**src/rtl/gdsc_pkg.sv**
```systemverilog
package gdsc_pkg;

  localparam int COV_W      = 8;
  localparam int WIDTH_W    = 10;
  localparam int HEIGHT_W   = 13;
  localparam int ROW_W      = 12;
  localparam int CFG_IDX_W  = 3;
  localparam int CFG_DATA_W = 13;
  localparam int PROD_W     = 2 * COV_W;

  localparam logic [CFG_IDX_W-1:0] REG_FRAME_WIDTH  = 3'd0;
  localparam logic [CFG_IDX_W-1:0] REG_FRAME_HEIGHT = 3'd1;
  localparam logic [CFG_IDX_W-1:0] REG_FONT_RED     = 3'd2;
  localparam logic [CFG_IDX_W-1:0] REG_FONT_GREEN   = 3'd3;
  localparam logic [CFG_IDX_W-1:0] REG_FONT_BLUE    = 3'd4;

  localparam logic [HEIGHT_W-1:0] MAX_HEIGHT = 13'd4096;

  localparam logic [WIDTH_W-1:0]  WIDTH_RST  = 10'd64;
  localparam logic [HEIGHT_W-1:0] HEIGHT_RST = 13'd16;
  localparam logic [COV_W-1:0]    COLOR_RST  = 8'd255;

  typedef logic [COV_W-1:0] chan_t;

  typedef struct packed {
    chan_t red;
    chan_t green;
    chan_t blue;
  } color_t;

  typedef struct packed {
    chan_t t;
    chan_t s;
    logic  frame_end;
  } pix_t;

  // exact floor(x / 255) for x below 65280
  function automatic chan_t div255(input logic [PROD_W-1:0] x);
    logic [PROD_W:0] sum;
    sum = {1'b0, x} + {{(COV_W+1){1'b0}}, x[PROD_W-1:COV_W]} + {{PROD_W{1'b0}}, 1'b1};
    return sum[PROD_W-1:COV_W];
  endfunction

endpackage

```
**src/rtl/gdsc_line_store.sv**
```systemverilog
module gdsc_line_store #(
  parameter int MAX_WIDTH = 512
) (
  input  logic                            clk,
  input  logic                            rst_n,
  input  logic                            accept,
  input  gdsc_pkg::chan_t                 coverage,
  input  logic [gdsc_pkg::WIDTH_W-1:0]    width_cfg,
  input  logic [gdsc_pkg::HEIGHT_W-1:0]   height_cfg,
  output gdsc_pkg::pix_t                  pix
);
  import gdsc_pkg::*;

  localparam int COL_W = $clog2(MAX_WIDTH);
  localparam int EW0   = $clog2(MAX_WIDTH + 1);
  localparam int EW    = (EW0 > WIDTH_W) ? EW0 : WIDTH_W;
  localparam logic [EW-1:0] MAX_W = EW'(MAX_WIDTH);

  chan_t              mem [MAX_WIDTH];
  chan_t              diag_r;
  logic [COL_W-1:0]   col_r;
  logic [ROW_W-1:0]   row_r;

  logic [EW-1:0]       w_cfg;
  logic [EW-1:0]       w_eff;
  logic [EW-1:0]       col_inc;
  logic [HEIGHT_W-1:0] h_eff;
  logic [HEIGHT_W-1:0] row_inc;
  logic                last_col;
  logic                last_row;

  always_comb begin
    w_cfg = EW'(width_cfg);
    if (w_cfg == '0) begin
      w_eff = EW'(1);
    end else if (w_cfg > MAX_W) begin
      w_eff = MAX_W;
    end else begin
      w_eff = w_cfg;
    end
    if (height_cfg == '0) begin
      h_eff = HEIGHT_W'(1);
    end else if (height_cfg > MAX_HEIGHT) begin
      h_eff = MAX_HEIGHT;
    end else begin
      h_eff = height_cfg;
    end
  end

  assign col_inc  = EW'(col_r) + EW'(1);
  assign row_inc  = HEIGHT_W'(row_r) + HEIGHT_W'(1);
  assign last_col = col_inc >= w_eff;
  assign last_row = row_inc >= h_eff;

  // read-before-write: diag_r keeps the prior row's value for the next column's pixel
  always_ff @(posedge clk) begin
    if (accept) begin
      diag_r     <= mem[col_r];
      mem[col_r] <= coverage;
    end
  end

  always_ff @(posedge clk) begin
    if (!rst_n) begin
      col_r <= '0;
      row_r <= '0;
    end else if (accept) begin
      if (last_col) begin
        col_r <= '0;
        row_r <= last_row ? '0 : row_inc[ROW_W-1:0];
      end else begin
        col_r <= col_inc[COL_W-1:0];
      end
    end
  end

  assign pix.t         = coverage;
  assign pix.s         = (col_r == '0 || row_r == '0) ? '0 : diag_r;
  assign pix.frame_end = last_col && last_row;

endmodule

```
**config.mk**
```make
export PLATFORM = sky130hd
export DESIGN_NAME = gdsc_line_store
export DESIGN_NICKNAME = d
export VERILOG_FILES = /design/src/rtl/gdsc_pkg.sv /design/src/rtl/gdsc_line_store.sv
export SDC_FILE = /design/constraint.sdc
export NUM_CORES = 2
export LEC_CHECK = 0
export BUFFER_PORTS_ARGS = -buffer_cell sky130_fd_sc_hd__buf_4
export CAP_MARGIN = 20
export CELL_PAD_IN_SITES_DETAIL_PLACEMENT = 1
export CELL_PAD_IN_SITES_GLOBAL_PLACEMENT = 1
export CORE_MARGIN = 10
export CORE_UTILIZATION = 51
export DETAILED_ROUTE_END_ITERATION = 16
export GPL_TIMING_DRIVEN = 1
export PLACE_DENSITY = 0.75
export SLEW_MARGIN = 30
export SYNTH_ARGS = -nofsm -noshare
export SYNTH_HDL_FRONTEND = slang
export SYNTH_SLANG_ARGS = --single-unit
```
**constraint.sdc**
```tcl
create_clock -name clk -period 4 [get_ports clk]
set_input_delay 0.6 -clock clk [delete_from_list [all_inputs] [get_ports clk]]
set_output_delay 0.6 -clock clk [all_outputs]
set_load 0.005 [all_outputs]
```
Word level (Yosys, flattened, before mapping). Memories as Yosys holds them, arrays and structs flattened. A register that Yosys moved wholly into a read port is not among the register bits. Index checks and enable logic that the tools add are counted.

$add $sub $neg: 2. Magnitude comparators: 4. Muxes and demuxes: 9. Reductions and logical operators: 7.

Operators with widths (number): 13-bit two-way mux (2); 10-bit two-way mux (2); 12-bit by 1-bit adder with 13-bit output (second input constant) (1); 13-bit greater-or-equal comparator (1); 13-bit greater-than comparator (second input constant) (1); 13-bit logical NOT (1); 12-bit logical NOT (1); 12-bit two-way mux (1); 9-bit by 1-bit adder with 10-bit output (second input constant) (1); 10-bit greater-or-equal comparator (1); 10-bit greater-than comparator (second input constant) (1); 10-bit logical NOT (1); 9-bit logical NOT (1); 9-bit two-way mux (1); 8-bit two-way mux (1); 1-bit two-way mux (2); 2-bit AND reduction (1); 1-bit logical AND (1); 1-bit logical OR (1).

Register bits after elaboration: 21. Memory bits (writable): 4096. Logic and storage cells: 25. Memories kept: 1.

Memories: mem (words 512, width 8, rd ports 1, clocked after Yosys merged registers in 1, write ports 1, RTL line gdsc_line_store.sv:19) `chan_t mem [MAX_WIDTH];`.

Logic depth before layout (Yosys ltp).
Word-level depth: 5. Mapped depth: 20. Mapped depth without buffers: 15.

Worst setup path before layout. No wires, ideal clock.

Kind: reg2out. From: reg col_r[1]. To: out pix[0] (netlist name). Data arrival time: 3.528 ns. Slack: -0.128 ns. Stages on the path, launching flop included: 17. Path buffers: 7. Cell sequence: dfxtp_1 buf_4 buf_4 buf_2 buf_2 buf_2 buf_2 buf_2 nand3_1 xnor2_1 ha_1 or3_1 a211oi_1 o21ai_0 a21o_1 a21o_1 and2_1.

RTL lines: from (decl) (RTL line gdsc_line_store.sv:21) `logic [COL_W-1:0] col_r;`; from (signal assigned) (RTL line gdsc_line_store.sv:72) `col_r <= col_inc[COL_W-1:0];`; to (decl) (RTL line gdsc_line_store.sv:10) `output gdsc_pkg::pix_t pix`.

==> reports/metrics.csv <==
metric,value,unit
run_status,finished with violations,
violations,setup timing,
critical_path.cell_chain,and3_2 > nand3_1 > nor2_1 > xnor2_1 > ha_1 > o21a_1 > a21o_1 > a21o_4 > and2_4 > buf_6,
worstSetupStartpointType,flop,
drc_errors,0,
grtUsageMet3,0.0844,
first_pass_iters,7,
gr-usage-met1,0.401,
placement.io_buffers,50,
max_stage_delay,550,ps
critical_path.max_fanout,25,
postSynth.topFlopCell,sky130_fd_sc_hd__edfxtp_1,
rsz0062_at_grt,true,
cts_max_level,5,
peak_vdd_ir,0.000509,V
endpoint_kind,output pin,
final.setup.worst_slack,-289,ps
worst_pin_slew,1240,ps
floorplan.initialDensity,0.511,
hold_path.class,in2reg,
max-clock-path-buffers,4,
detailed_place.area,173000,sq um
slew-limit-headroom,0.175,
timing.critical_path.buf_inv,1,
clock-root-buffer,sky130_fd_sc_hd__clkbuf_16,
period_needed,4290,ps
num_vias,89100,
grtUsageMet2,0.475,
fraction_of_layout_cells_with_a_size_suffix_above_1,0.310,
fill_count,26200,
totalWireLength,535,mm
max_freq,233,MHz
yosys_warnings,0,
number_of_nets_in_the_synthesized_netlist,7697,
kind_of_cell_adding_the_most_delay_to_the_critical_path,simple AND/OR/NAND/NOR gates,
dieArea,338000,sq um
top_usage_layer,met2,
grt_first_pass_wirelength,743,mm
slew_viol_final,0,
die_height,581,microns
pin_count_of_the_biggest_net_entering_global_routing,143,
clock_tree_from_tritoncts,done,
arrival,3690,ps
pin_count,51,
initialDrtViolationCount,15100,
avgRoutedWirePerCell,40.5,microns
fin_worst_hold_slack,87.4,ps
clock-sinks,4125,
worstReg2RegStart,col_r[1],
drtAntennaViolNets,0,
synth_enable_flop_cells,4104,
areaGrowthSynthToFinish,16.8,%
flip_flop_and_latch_count_after_synthesis,4125,
routed_via_density,6.75,
p_leak,59.5,nW
fin_nets,8750,
synth-async-reset-ratio,0,
clk_transition_reported_paths,70,ps
skew,103,ps
min_delay_startpoint,accept,
final_instance_count_excl_fillers,13200,
crit_start,col_r[5],
grt.total_usage,0.311,
power.density_cell_area,492,nW/um^2
grt_antenna_before_repair,40,
finalSetupViolCount,4,
final_cell_mix,"4,104 x sky130_fd_sc_hd__edfxtp_1, 980 x sky130_fd_sc_hd__buf_4, 967 x sky130_fd_sc_hd__mux4_2",
cts_inserted_buffers,414,
final_area,188000,sq um
cpMaxStageDelayCell,sky130_fd_sc_hd__dfxtp_4,
grt-ovfl-total,0,
place.gp.congestion,1.01,
number_of_placed_instances_with_taps_included,12400,
commonest_non_fill_non_tap_cell_in_the_layout,sky130_fd_sc_hd__edfxtp_1,
worst-setup-path-type,reg2out,
timing_hold_violations_final,0,
synth_cells,7634,
floorplan.die.width,581,microns
worstSkewPairLatency,1030,ps
mappedNetlistArea,161000,sq um
floorplan.core_area,314000,sq um
p_total,92.4,mW
period_share,1.07,
synth-seq-area-share,0.770,
critical_path_required,3400,ps
std_cell_rows,206,
hpwlAfterDp,343,mm
grt_pass1_vias,91400,
maxCapViolCount,0,
synth_cell_type_count,71,
avgSynthCellArea,21.0,sq um
## what timing repair did
action,CTS,global route
gates resized for setup,75,29
endpoints found under the setup margin,15,7
cloned,3,0
buffers inserted,19,16
pin swaps,15,4
hold endpoints to repair,4,11
hold buffers,1,2
## power by group
group	total (mW)	internal (mW)	switching, mW
logic	5.55	2.11	3.44
registers	47.6	47.5	0.0142
clock network	39.3	22.1	17.1
## logic make-up after synthesis
family	Yosys count	share of synthesized area
flip-flops	4125	0.770
XOR/XNOR	17	0.000927
AO/OA/AOI/OAI	610	0.0265
multiplexers	1314	0.157
adder cells (fa/ha/maj)	29	0.00226
buffers and inverters	490	0.0153
AND/OR/NAND/NOR	1049	0.0280
## metrics by stage
step | worst slack (ps) | utilization | TNS, ps
after floorplan | 9.08 | - | 0
after global placement | -249 | 0.551 | -2660
after detailed placement | -233 | 0.551 | -1270
after CTS | -257 | 0.596 | -257
after global routing | -369 | 0.597 | -460
final | -289 | 0.597 | -468
## cell usage after synthesis, types with 32 or more instances
| master | n | share of area |
|---|---|---|
| sky130_fd_sc_hd__a221oi_1 | 46 | 0.0025 |
| sky130_fd_sc_hd__nand2_1 | 187 | 0.0044 |
| sky130_fd_sc_hd__edfxtp_1 | 4104 | 0.77 |
| sky130_fd_sc_hd__mux4_2 | 967 | 0.14 |
| sky130_fd_sc_hd__buf_6 | 32 | 0.0022 |
| sky130_fd_sc_hd__mux2i_1 | 331 | 0.021 |
| sky130_fd_sc_hd__buf_4 | 48 | 0.0022 |
| sky130_fd_sc_hd__a22oi_1 | 183 | 0.0086 |
| sky130_fd_sc_hd__clkbuf_1 | 193 | 0.0045 |
| sky130_fd_sc_hd__nand3_1 | 82 | 0.0026 |
| sky130_fd_sc_hd__nor2_1 | 605 | 0.014 |
| sky130_fd_sc_hd__a21oi_1 | 86 | 0.0027 |
| sky130_fd_sc_hd__buf_2 | 153 | 0.0048 |
| sky130_fd_sc_hd__o22ai_1 | 52 | 0.0020 |
| sky130_fd_sc_hd__buf_1 | 50 | 0.0012 |
| sky130_fd_sc_hd__o21ai_0 | 76 | 0.0024 |
## layer usage
layer  part of all wire  wire (microns)  vias to the layer above
li1                   -               -                    33900
met1               0.34          182000                    46900
met2               0.46          245000                     6741
met3               0.12           66700                     1554
met4              0.076           40600                       18
met5            0.00065             349                        -
## final timing paths
| check | slack [ps] | endpoint | cells after the start |
|---|---|---|---|
| setup / recovery | -290 | pix[0] | 10 |
| hold / removal | 90 | col_r[0] | 3 |
| setup reg to reg | -120 | diag_r[7] | 11 |
| hold reg to reg | 570 | row_r[3] | 2 |
## registers in the layout (all words and copies together) (netlist names)
name / cells
row_r: 12
mem: 4096
diag_r: 8
col_r: 9
## layout make-up
class	instances	area, sq um	share of cell area
Multi-Input combinational cell	3019	35100	0.187
Timing Repair Buffer	1114	9990	0.0532
Inverter	13	61.3	0.000327
Sequential cell	4125	124000	0.659
Clock buffer	504	10700	0.0572
Tap cell	4160	5200	0.0277
Antenna cell	18	45.0	0.000240
Clock inverter	249	2820	0.0150
## tightest hold or removal path, cell delays in order
cell and delay (ps):
sky130_fd_sc_hd__buf_4 220, sky130_fd_sc_hd__nand3_1 110, sky130_fd_sc_hd__a21boi_0 80
(Power assumes the default switching activity.)
