<file path="config.mk">
export PLATFORM = sky130hd
export DESIGN_NAME = gdsc_blend_flat
export DESIGN_NICKNAME = d
export VERILOG_FILES = /design/src/rtl/gdsc_pkg.sv /design/src/rtl/gdsc_if.sv /design/src/rtl/gdsc_blend.sv /design/src/flat_wrapper.sv
export SDC_FILE = /design/constraint.sdc
export NUM_CORES = 1
export LEC_CHECK = 0
export BUFFER_PORTS_ARGS = -buffer_cell sky130_fd_sc_hd__buf_2
export CORE_MARGIN = 8
export CORE_UTILIZATION = 50
export DETAILED_ROUTE_END_ITERATION = 8
export PLACE_DENSITY = 0.66
export RECOVER_POWER = 100
export SLEW_MARGIN = 20
export SYNTH_ARGS = -nofsm -noshare
export SYNTH_HDL_FRONTEND = slang
export SYNTH_SLANG_ARGS = --single-unit
</file>
<file path="constraint.sdc">
create_clock -name clk -period 22.4 [get_ports clk]
set_clock_uncertainty 0.1 [all_clocks]
set_input_delay 4.48 -clock clk [delete_from_list [all_inputs] [get_ports clk]]
set_output_delay 4.48 -clock clk [all_outputs]
set_load 0.05 [all_outputs]
</file>
<file path="src/rtl/gdsc_pkg.sv">
package gdsc_pkg;

  localparam int COV_W      = 8;
  localparam int WIDTH_W    = 10;
  localparam int HEIGHT_W   = 13;
  localparam int ROW_W      = 12;
  localparam int CFG_IDX_W  = 3;
  localparam int CFG_DATA_W = 13;
  localparam int PROD_W     = 2 * COV_W;

  localparam logic [CFG_IDX_W-1:0] REG_FRAME_WIDTH  = 3'd0;
  localparam logic [CFG_IDX_W-1:0] REG_FRAME_HEIGHT = 3'd1;
  localparam logic [CFG_IDX_W-1:0] REG_FONT_RED     = 3'd2;
  localparam logic [CFG_IDX_W-1:0] REG_FONT_GREEN   = 3'd3;
  localparam logic [CFG_IDX_W-1:0] REG_FONT_BLUE    = 3'd4;

  localparam logic [HEIGHT_W-1:0] MAX_HEIGHT = 13'd4096;

  localparam logic [WIDTH_W-1:0]  WIDTH_RST  = 10'd64;
  localparam logic [HEIGHT_W-1:0] HEIGHT_RST = 13'd16;
  localparam logic [COV_W-1:0]    COLOR_RST  = 8'd255;

  typedef logic [COV_W-1:0] chan_t;

  typedef struct packed {
    chan_t red;
    chan_t green;
    chan_t blue;
  } color_t;

  typedef struct packed {
    chan_t t;
    chan_t s;
    logic  frame_end;
  } pix_t;

  // exact floor(x / 255) for x below 65280
  function automatic chan_t div255(input logic [PROD_W-1:0] x);
    logic [PROD_W:0] sum;
    sum = {1'b0, x} + {{(COV_W+1){1'b0}}, x[PROD_W-1:COV_W]} + {{PROD_W{1'b0}}, 1'b1};
    return sum[PROD_W-1:COV_W];
  endfunction

endpackage

</file>
<file path="src/rtl/gdsc_if.sv">


interface gdsc_out_if;
  logic       valid;
  logic       ready;
  logic [7:0] blue_out;
  logic [7:0] green_out;
  logic [7:0] red_out;
  logic [7:0] alpha_out;
  logic       frame_end;

  modport source (output valid, output blue_out, output green_out, output red_out,
                  output alpha_out, output frame_end, input ready);
  modport sink   (input valid, input blue_out, input green_out, input red_out,
                  input alpha_out, input frame_end, output ready);
endinterface

</file>
<file path="src/rtl/gdsc_blend.sv">
module gdsc_blend (
  input  logic             clk,
  input  logic             rst_n,
  input  logic             in_valid,
  output logic             in_ready,
  input  gdsc_pkg::pix_t   pix,
  input  gdsc_pkg::color_t color,
  gdsc_out_if.source       out_pix
);
  import gdsc_pkg::*;

  logic   a_valid_r;
  pix_t   a_pix_r;
  color_t a_color_r;

  logic              b_valid_r;
  pix_t              b_pix_r;
  color_t            b_color_r;
  logic [PROD_W-1:0] b_red_p_r;
  logic [PROD_W-1:0] b_green_p_r;
  logic [PROD_W-1:0] b_blue_p_r;
  logic [PROD_W-1:0] b_alpha_p_r;

  logic  o_valid_r;
  chan_t o_blue_r;
  chan_t o_green_r;
  chan_t o_red_r;
  chan_t o_alpha_r;
  logic  o_end_r;

  logic  adv_o;
  logic  adv_b;
  logic  adv_a;
  chan_t blue_nxt;
  chan_t green_nxt;
  chan_t red_nxt;
  chan_t alpha_nxt;

  assign adv_o    = !o_valid_r || out_pix.ready;
  assign adv_b    = !b_valid_r || adv_o;
  assign adv_a    = !a_valid_r || adv_b;
  assign in_ready = adv_a;

  always_ff @(posedge clk) begin
    if (!rst_n) begin
      a_valid_r <= 1'b0;
      b_valid_r <= 1'b0;
      o_valid_r <= 1'b0;
    end else begin
      if (adv_a) a_valid_r <= in_valid;
      if (adv_b) b_valid_r <= a_valid_r;
      if (adv_o) o_valid_r <= b_valid_r;
    end
  end

  always_ff @(posedge clk) begin
    if (adv_a && in_valid) begin
      a_pix_r   <= pix;
      a_color_r <= color;
    end
    if (adv_b && a_valid_r) begin
      b_pix_r     <= a_pix_r;
      b_color_r   <= a_color_r;
      b_red_p_r   <= a_color_r.red * a_pix_r.t;
      b_green_p_r <= a_color_r.green * a_pix_r.t;
      b_blue_p_r  <= a_color_r.blue * a_pix_r.t;
      b_alpha_p_r <= (8'd255 - a_pix_r.t) * a_pix_r.s;
    end
    if (adv_o && b_valid_r) begin
      o_blue_r  <= blue_nxt;
      o_green_r <= green_nxt;
      o_red_r   <= red_nxt;
      o_alpha_r <= alpha_nxt;
      o_end_r   <= b_pix_r.frame_end;
    end
  end

  always_comb begin
    blue_nxt  = b_color_r.blue;
    green_nxt = b_color_r.green;
    red_nxt   = b_color_r.red;
    alpha_nxt = b_pix_r.t;
    if (b_pix_r.t == '0) begin
      if (b_pix_r.s != '0) begin
        blue_nxt  = '0;
        green_nxt = '0;
        red_nxt   = '0;
        alpha_nxt = b_pix_r.s;
      end
    end else if (b_pix_r.s != '0) begin
      blue_nxt  = div255(b_blue_p_r);
      green_nxt = div255(b_green_p_r);
      red_nxt   = div255(b_red_p_r);
      alpha_nxt = b_pix_r.t + div255(b_alpha_p_r);
    end
  end

  assign out_pix.valid     = o_valid_r;
  assign out_pix.blue_out  = o_blue_r;
  assign out_pix.green_out = o_green_r;
  assign out_pix.red_out   = o_red_r;
  assign out_pix.alpha_out = o_alpha_r;
  assign out_pix.frame_end = o_end_r;

endmodule

</file>
<file path="src/flat_wrapper.sv">
// flat-port wrapper written by rule: the top's interface ports become plain ports
module gdsc_blend_flat import gdsc_pkg::*;
  (clk, rst_n, in_valid, in_ready, pix, color, out_pix_valid, out_pix_blue_out, out_pix_green_out, out_pix_red_out, out_pix_alpha_out, out_pix_frame_end, out_pix_ready);
  gdsc_out_if out_pix_i ();
  input  logic clk;
  input  logic rst_n;
  input  logic in_valid;
  output logic in_ready;
  input  gdsc_pkg::pix_t pix;
  input  gdsc_pkg::color_t color;
  output wire logic [$bits(out_pix_i.valid)-1:0] out_pix_valid;
  output wire logic [$bits(out_pix_i.blue_out)-1:0] out_pix_blue_out;
  output wire logic [$bits(out_pix_i.green_out)-1:0] out_pix_green_out;
  output wire logic [$bits(out_pix_i.red_out)-1:0] out_pix_red_out;
  output wire logic [$bits(out_pix_i.alpha_out)-1:0] out_pix_alpha_out;
  output wire logic [$bits(out_pix_i.frame_end)-1:0] out_pix_frame_end;
  input wire logic [$bits(out_pix_i.ready)-1:0] out_pix_ready;
  assign out_pix_valid = out_pix_i.valid;
  assign out_pix_blue_out = out_pix_i.blue_out;
  assign out_pix_green_out = out_pix_i.green_out;
  assign out_pix_red_out = out_pix_i.red_out;
  assign out_pix_alpha_out = out_pix_i.alpha_out;
  assign out_pix_frame_end = out_pix_i.frame_end;
  assign out_pix_i.ready = out_pix_ready;
  gdsc_blend u_core (.clk(clk), .rst_n(rst_n), .in_valid(in_valid), .in_ready(in_ready), .pix(pix), .color(color), .out_pix(out_pix_i));
endmodule
</file>
-- Word level (Yosys, flattened, before mapping)
Index checks and enable logic that the tools add are counted.
Widths: inputs -> output; s select.
- add/sub/neg operators: 10
- $mul: 4
- muxes and demuxes: 12
- reductions and logical operators: 11
- operators with widths (kind ; number):
    $mux 8 ; 12
    $add 16x1->16 const B ; 4
    $add 16x8->16 ; 4
    $mul 8x8->16 ; 3
    $mul 16x8->16 ; 1
    $sub 8x8->9 const A ; 1
    $add 8x8->8 ; 1
    $logic_not 8->1 ; 1
    $reduce_bool 8->1 ; 1
    $logic_and 1x1->1 ; 3
    $logic_not 1->1 ; 3
    $logic_or 1x1->1 ; 3
- flip-flop bits (word level): 182
- input port bits: 45
- output and inout port bits: 35
- word-level logic and storage cells: 61

-- Longest topological paths before layout
- depth in word-level cells: 5
- gate-level depth with buffers: 18
- gate-level depth less buffers: 17

-- Least setup slack after synthesis
Ideal clock, no wire load.
- kind: input -> register
- from: input port out_pix_ready
- to: register u_core.b_alpha_p_r[0] (enable)
- library setup time: 0.729 ns
- data arrival time: 12.174 ns
- data required time: 21.571 ns
- slack: 9.397 ns
- stages on the path: 2
- buffers on the path: 0
- cells stage by stage: nor2b_1 -> a21boi_0
- cells in the longest elaborated chain, start to end: 3
- ends and longest elaborated chain (item ; line ; text):
    from (decl) ; flat_wrapper.sv:17 ; input wire logic [$bits(out_pix_i.ready)-1:0] out_pix_ready;
    $logic_or 1x1->1 ; gdsc_blend.sv:39 ; assign adv_o = !o_valid_r || out_pix.ready;
    $logic_or 1x1->1 ; gdsc_blend.sv:40 ; assign adv_b = !b_valid_r || adv_o;
    $logic_and 1x1->1 ; gdsc_blend.sv:61 ; if (adv_b && a_valid_r) begin
    to (signal assigned) ; gdsc_blend.sv:67 ; b_alpha_p_r <= (8'd255 - a_pix_r.t) * a_pix_r.s;
    to (decl) ; gdsc_blend.sv:22 ; logic [PROD_W-1:0] b_alpha_p_r;
No other way between the ends.
A chain may end at the register's enable or synchronous reset.

-- Worst setup path after layout
- from: input port out_pix_ready
- to: register u_core.b_alpha_p_r[6] (enable)
Same word-level chain as after synthesis.

==> parameters.txt <==
Parameter                              Value

CTS
  Cts-stage hold buffer count ... 0
  Clock latency at the later pin of the worst-skew pair ... 450 ps
  Clock input transition at the sequential cells of the worst setup and hold paths ... 70 ps
  Clk root buf ... sky130_fd_sc_hd__clkbuf_16
  Post-CTS Setup Repair Bufs ... 0
  H-tree lvl count ... 4
  Number of gates resized after CTS ... 0
  Max Buffers Root-to-Sink ... 2
  Total clock buffers created by CTS ... 17
  Clock tree from TritonCTS ... yes
  Number of sinks handled by clock tree synthesis ... 182

Synthesis
  EDFF count, synth ... 179
  Number of nets produced by synthesis ... 1790
  Proportion of synthesized chip area in sequential cells ... 34.9%
  Area share of the largest cell type after synthesis ... 34.5%
  Async S/R FF share, synth ... 0%
  Leading cell types by total area after synthesis ... sky130_fd_sc_hd__edfxtp_1 34%, sky130_fd_sc_hd__fa_1 19%, sky130_fd_sc_hd__ha_1 14%
  Count of distinct cell types in the synthesized netlist ... 49
  Number of instances in the synthesized netlist ... 1421
  Post-synthesis instance area ... 15600 sq um
  Most frequent cells after synthesis ... 211 x sky130_fd_sc_hd__inv_1, 179 x sky130_fd_sc_hd__edfxtp_1, 179 x sky130_fd_sc_hd__ha_1, 157 x sky130_fd_sc_hd__and2_1, 145 x sky130_fd_sc_hd__fa_1
  Yosys warnings ... 0
  Library cell occupying the most area in the post-synthesis netlist ... sky130_fd_sc_hd__edfxtp_1
  Synthesized area divided by synthesized cell count ... 11.0 sq um
  Seq cells post-synth ... 182
  Primary flip-flop cell chosen by synthesis mapping ... sky130_fd_sc_hd__edfxtp_1
  Cell with the most instances after synthesis ... sky130_fd_sc_hd__inv_1

GRT
  Overall Global Routing Usage ... 18.4%
  Most used routing layer in global routing ... met2
  Met1 Use GR ... 22.9%
  Met3 usage in global routing ... 2.91%
  Vias in the first global route ... 10700
  Initial antenna violation count ... 0
  Largest net degree at the start of global routing ... 84
  Overall overflow remaining after global route ... 0
  GR met2 Demand/Resource ... 32.4%
  Global-route wire length before repair ... 53.5 mm

Pwr
  Worst IR drop on VDD ... 63.7 uV
  Leak pwr ... 7.28 nW
  Power density over the cells ... 111 nW/um^2

Floorplan
  Std-Cell Rows ... 64
  Die span in y ... 193 microns
  Horizontal die dimension ... 193 microns
  Core area ... 30700 sq um
  # IOs ... 80
  Die ar. ... 37100 sq um
  Initial Utilization ... 50.8%

Cells and area
  Nets ... 1868
  End-of-flow core utilization ... 55.3%
  Synth-to-layout area growth ... 8.71%
  Combined area of the multi-input logic cells ... 9240 sq um
  Diodes inserted ... 0
  Final-layout fill cell count ... 2681
  Flip-flop and latch area ... 5440 sq um
  Share of layout cells above drive strength 1 ... 4.89%

Routing
  Vias per std cell ... 5.36
  Routed vias ... 10200
  Number of violations reported at the end of detailed-routing iteration 0 ... 540
  Total routed wirelength ... 32.5 mm
  TritonRoute pass-1 iters ... 5
  Final routed DRC violation total ... 0
  Routed Antenna Nets ... 0
  Wirelength per Cell ... 17.0 microns

Min path
  Worst-case hold path end point ... u_core.b_pix_r[0]$_DFFE_PP_
  Cell depth of the worst min-delay path ... 0
  Hold path startpoint ... u_core.a_pix_r[0]$_DFFE_PP_
  Path class of the lowest-slack min-delay path ... reg2reg

Worst setup path
  RR Endpoint ... u_core.b_alpha_p_r[6]$_DFFE_PP_
  Arrival time at the worst endpoint ... 10620 ps
  Critical Path Start Type ... input port
  Required time at the endpoint of the critical path ... 22240 ps
  Crit path max-delay cell type ... sky130_fd_sc_hd__clkbuf_1
  Reg2Reg Depth ... 3
  Kind of cell adding the most delay to the critical path ... buffers and inverters
  Kind of critical path ... in2reg
  Critical Path Sink Type ... register
  Largest incremental delay on the critical path ... 3270 ps
  Cell-by-cell trace of the critical path ... buf_2 -> nor2b_1 -> a21boi_0 -> clkbuf_1
  Total buffers and inverters traversed by the critical path ... 2
  CP Max Fanout ... 83
  Register-to-register path setup slack ... 15320 ps
  Worst flop-to-flop path startpoint ... u_core.out_pix.valid$_SDFFE_PN0P_

Outcome
  Violated checks ... capacitance limit, slew limit
  Outcome ... complete, but fails checks

Placement
  I/O Buffers ... 79
  Final weighted congestion in routability-driven placement ... 0.833
  Worst slack, placed ... 12230 ps
  Post-DP HPWL ... 23.4 mm

Timing
  Setup slack after layout ... 11620 ps
  Unrepaired setup endpoints after global routing ... false
  Final critical-path required period ... 10780 ps
  Slew margin rel. ... -194%
  Sum Neg Setup Slack ... 0 ps
  Maximum clock frequency ... 92.8 MHz
  Final hold viol count ... 0
  Setup violations, final ... 0
  Worst hold slack ... 322 ps
  Final clock period utilization by the worst path ... 48.1%
  Worst slew pin tran ... 4420 ps
  Fin. max-slew vios ... 457

Run
  Max Cap Viol ... 12
[cells by family (layout without fill, tap and decap cells)]
| family | count (synthesis) | after routing | synth area share, % |
|---|---|---|---|
| buf+inv | 243 | 334 | 5.87 |
| xor+xnor | 77 | 77 | 4.32 |
| compound gates | 157 | 157 | 6.89 |
| fa+ha+maj | 324 | 324 | 33.0 |
| simple gates | 438 | 438 | 15.1 |
| flops | 182 | 182 | 34.9 |
[report_power, final]
group,switching [mW],internal (mW)
logic,0.558,0.458
clock network,0.146,0.159
registers,0.0578,0.501
[placed cells by master, fill, tap and decap left out, types with 7 or more instances in the layout]
cell type and instances:
sky130_fd_sc_hd__inv_1 211, sky130_fd_sc_hd__ha_1 179, sky130_fd_sc_hd__edfxtp_1 179, sky130_fd_sc_hd__and2_1 145, sky130_fd_sc_hd__fa_1 145, sky130_fd_sc_hd__nand2_1 95
sky130_fd_sc_hd__nor2b_1 65, sky130_fd_sc_hd__xnor2_1 55, sky130_fd_sc_hd__clkbuf_1 51, sky130_fd_sc_hd__nor2_1 46, sky130_fd_sc_hd__buf_2 39, sky130_fd_sc_hd__a21oi_1 36
sky130_fd_sc_hd__o21ai_0 30, sky130_fd_sc_hd__xor2_1 22, sky130_fd_sc_hd__nand2b_1 19, sky130_fd_sc_hd__nand3_1 18, sky130_fd_sc_hd__o21a_1 17, sky130_fd_sc_hd__nor3_1 17
sky130_fd_sc_hd__clkbuf_16 17, sky130_fd_sc_hd__o211ai_1 14, sky130_fd_sc_hd__o31ai_1 14, sky130_fd_sc_hd__and2_0 12, sky130_fd_sc_hd__a22oi_1 7
[worst max path at each step]
| stage | start | endpoint | depth (start not counted) |
|---|---|---|---|
| 3_3_place_gp | out_pix_ready | in_ready | 4 |
| 2_1_floorplan | out_pix_ready | u_core.b_alpha_p_r[0]$_DFFE_PP_ | 2 |
| 4_1_cts | out_pix_ready | in_ready | 4 |
| 6_report | out_pix_ready | u_core.b_alpha_p_r[6]$_DFFE_PP_ | 4 |
| 5_1_grt | out_pix_ready | u_core.b_alpha_p_r[6]$_DFFE_PP_ | 4 |
| 3_5_place_dp | out_pix_ready | in_ready | 4 |
[metrics by stage]
step                area (sq um)  cells  power (mW)
global placement           16500   1876        1.56
finish                     17000   1908        1.88
floorplan                  15600   1421        1.37
CTS                        17100   1908        1.90
detailed placement         16500   1876        1.59
global route               17000   1908        2.07
[state kept, by name, indices dropped and copies added, names as in the netlist]
name	count
u_core.b_blue_p_r	16
u_core.b_pix_r	17
u_core.b_color_r	24
u_core.out_pix.red_out	8
u_core.out_pix.valid	1
u_core.b_valid_r	1
u_core.out_pix.frame_end	1
u_core.out_pix.alpha_out	8
u_core.out_pix.green_out	8
u_core.b_alpha_p_r	16
u_core.a_pix_r	17
u_core.a_color_r	24
u_core.a_valid_r	1
u_core.b_green_p_r	16
u_core.b_red_p_r	16
u_core.out_pix.blue_out	8
[cell type report]
class / instances / share of cell area (%)
clock buffer: 18 / 2.53
clock inverter: 14 / 0.960
inverter: 211 / 4.67
multi-input combinational: 996 / 54.5
sequential: 182 / 32.1
tap: 396 / 2.92
timing repair buffer: 91 / 2.35
[metal layers]
layer / wire length, microns / part of all wire, %
met1: 14300 / 44
met3: 1180 / 3.6
met2: 16500 / 51
met5: 0 / 0
met4: 568 / 1.7
No activity file was read; power rests on OpenSTA's default activity.
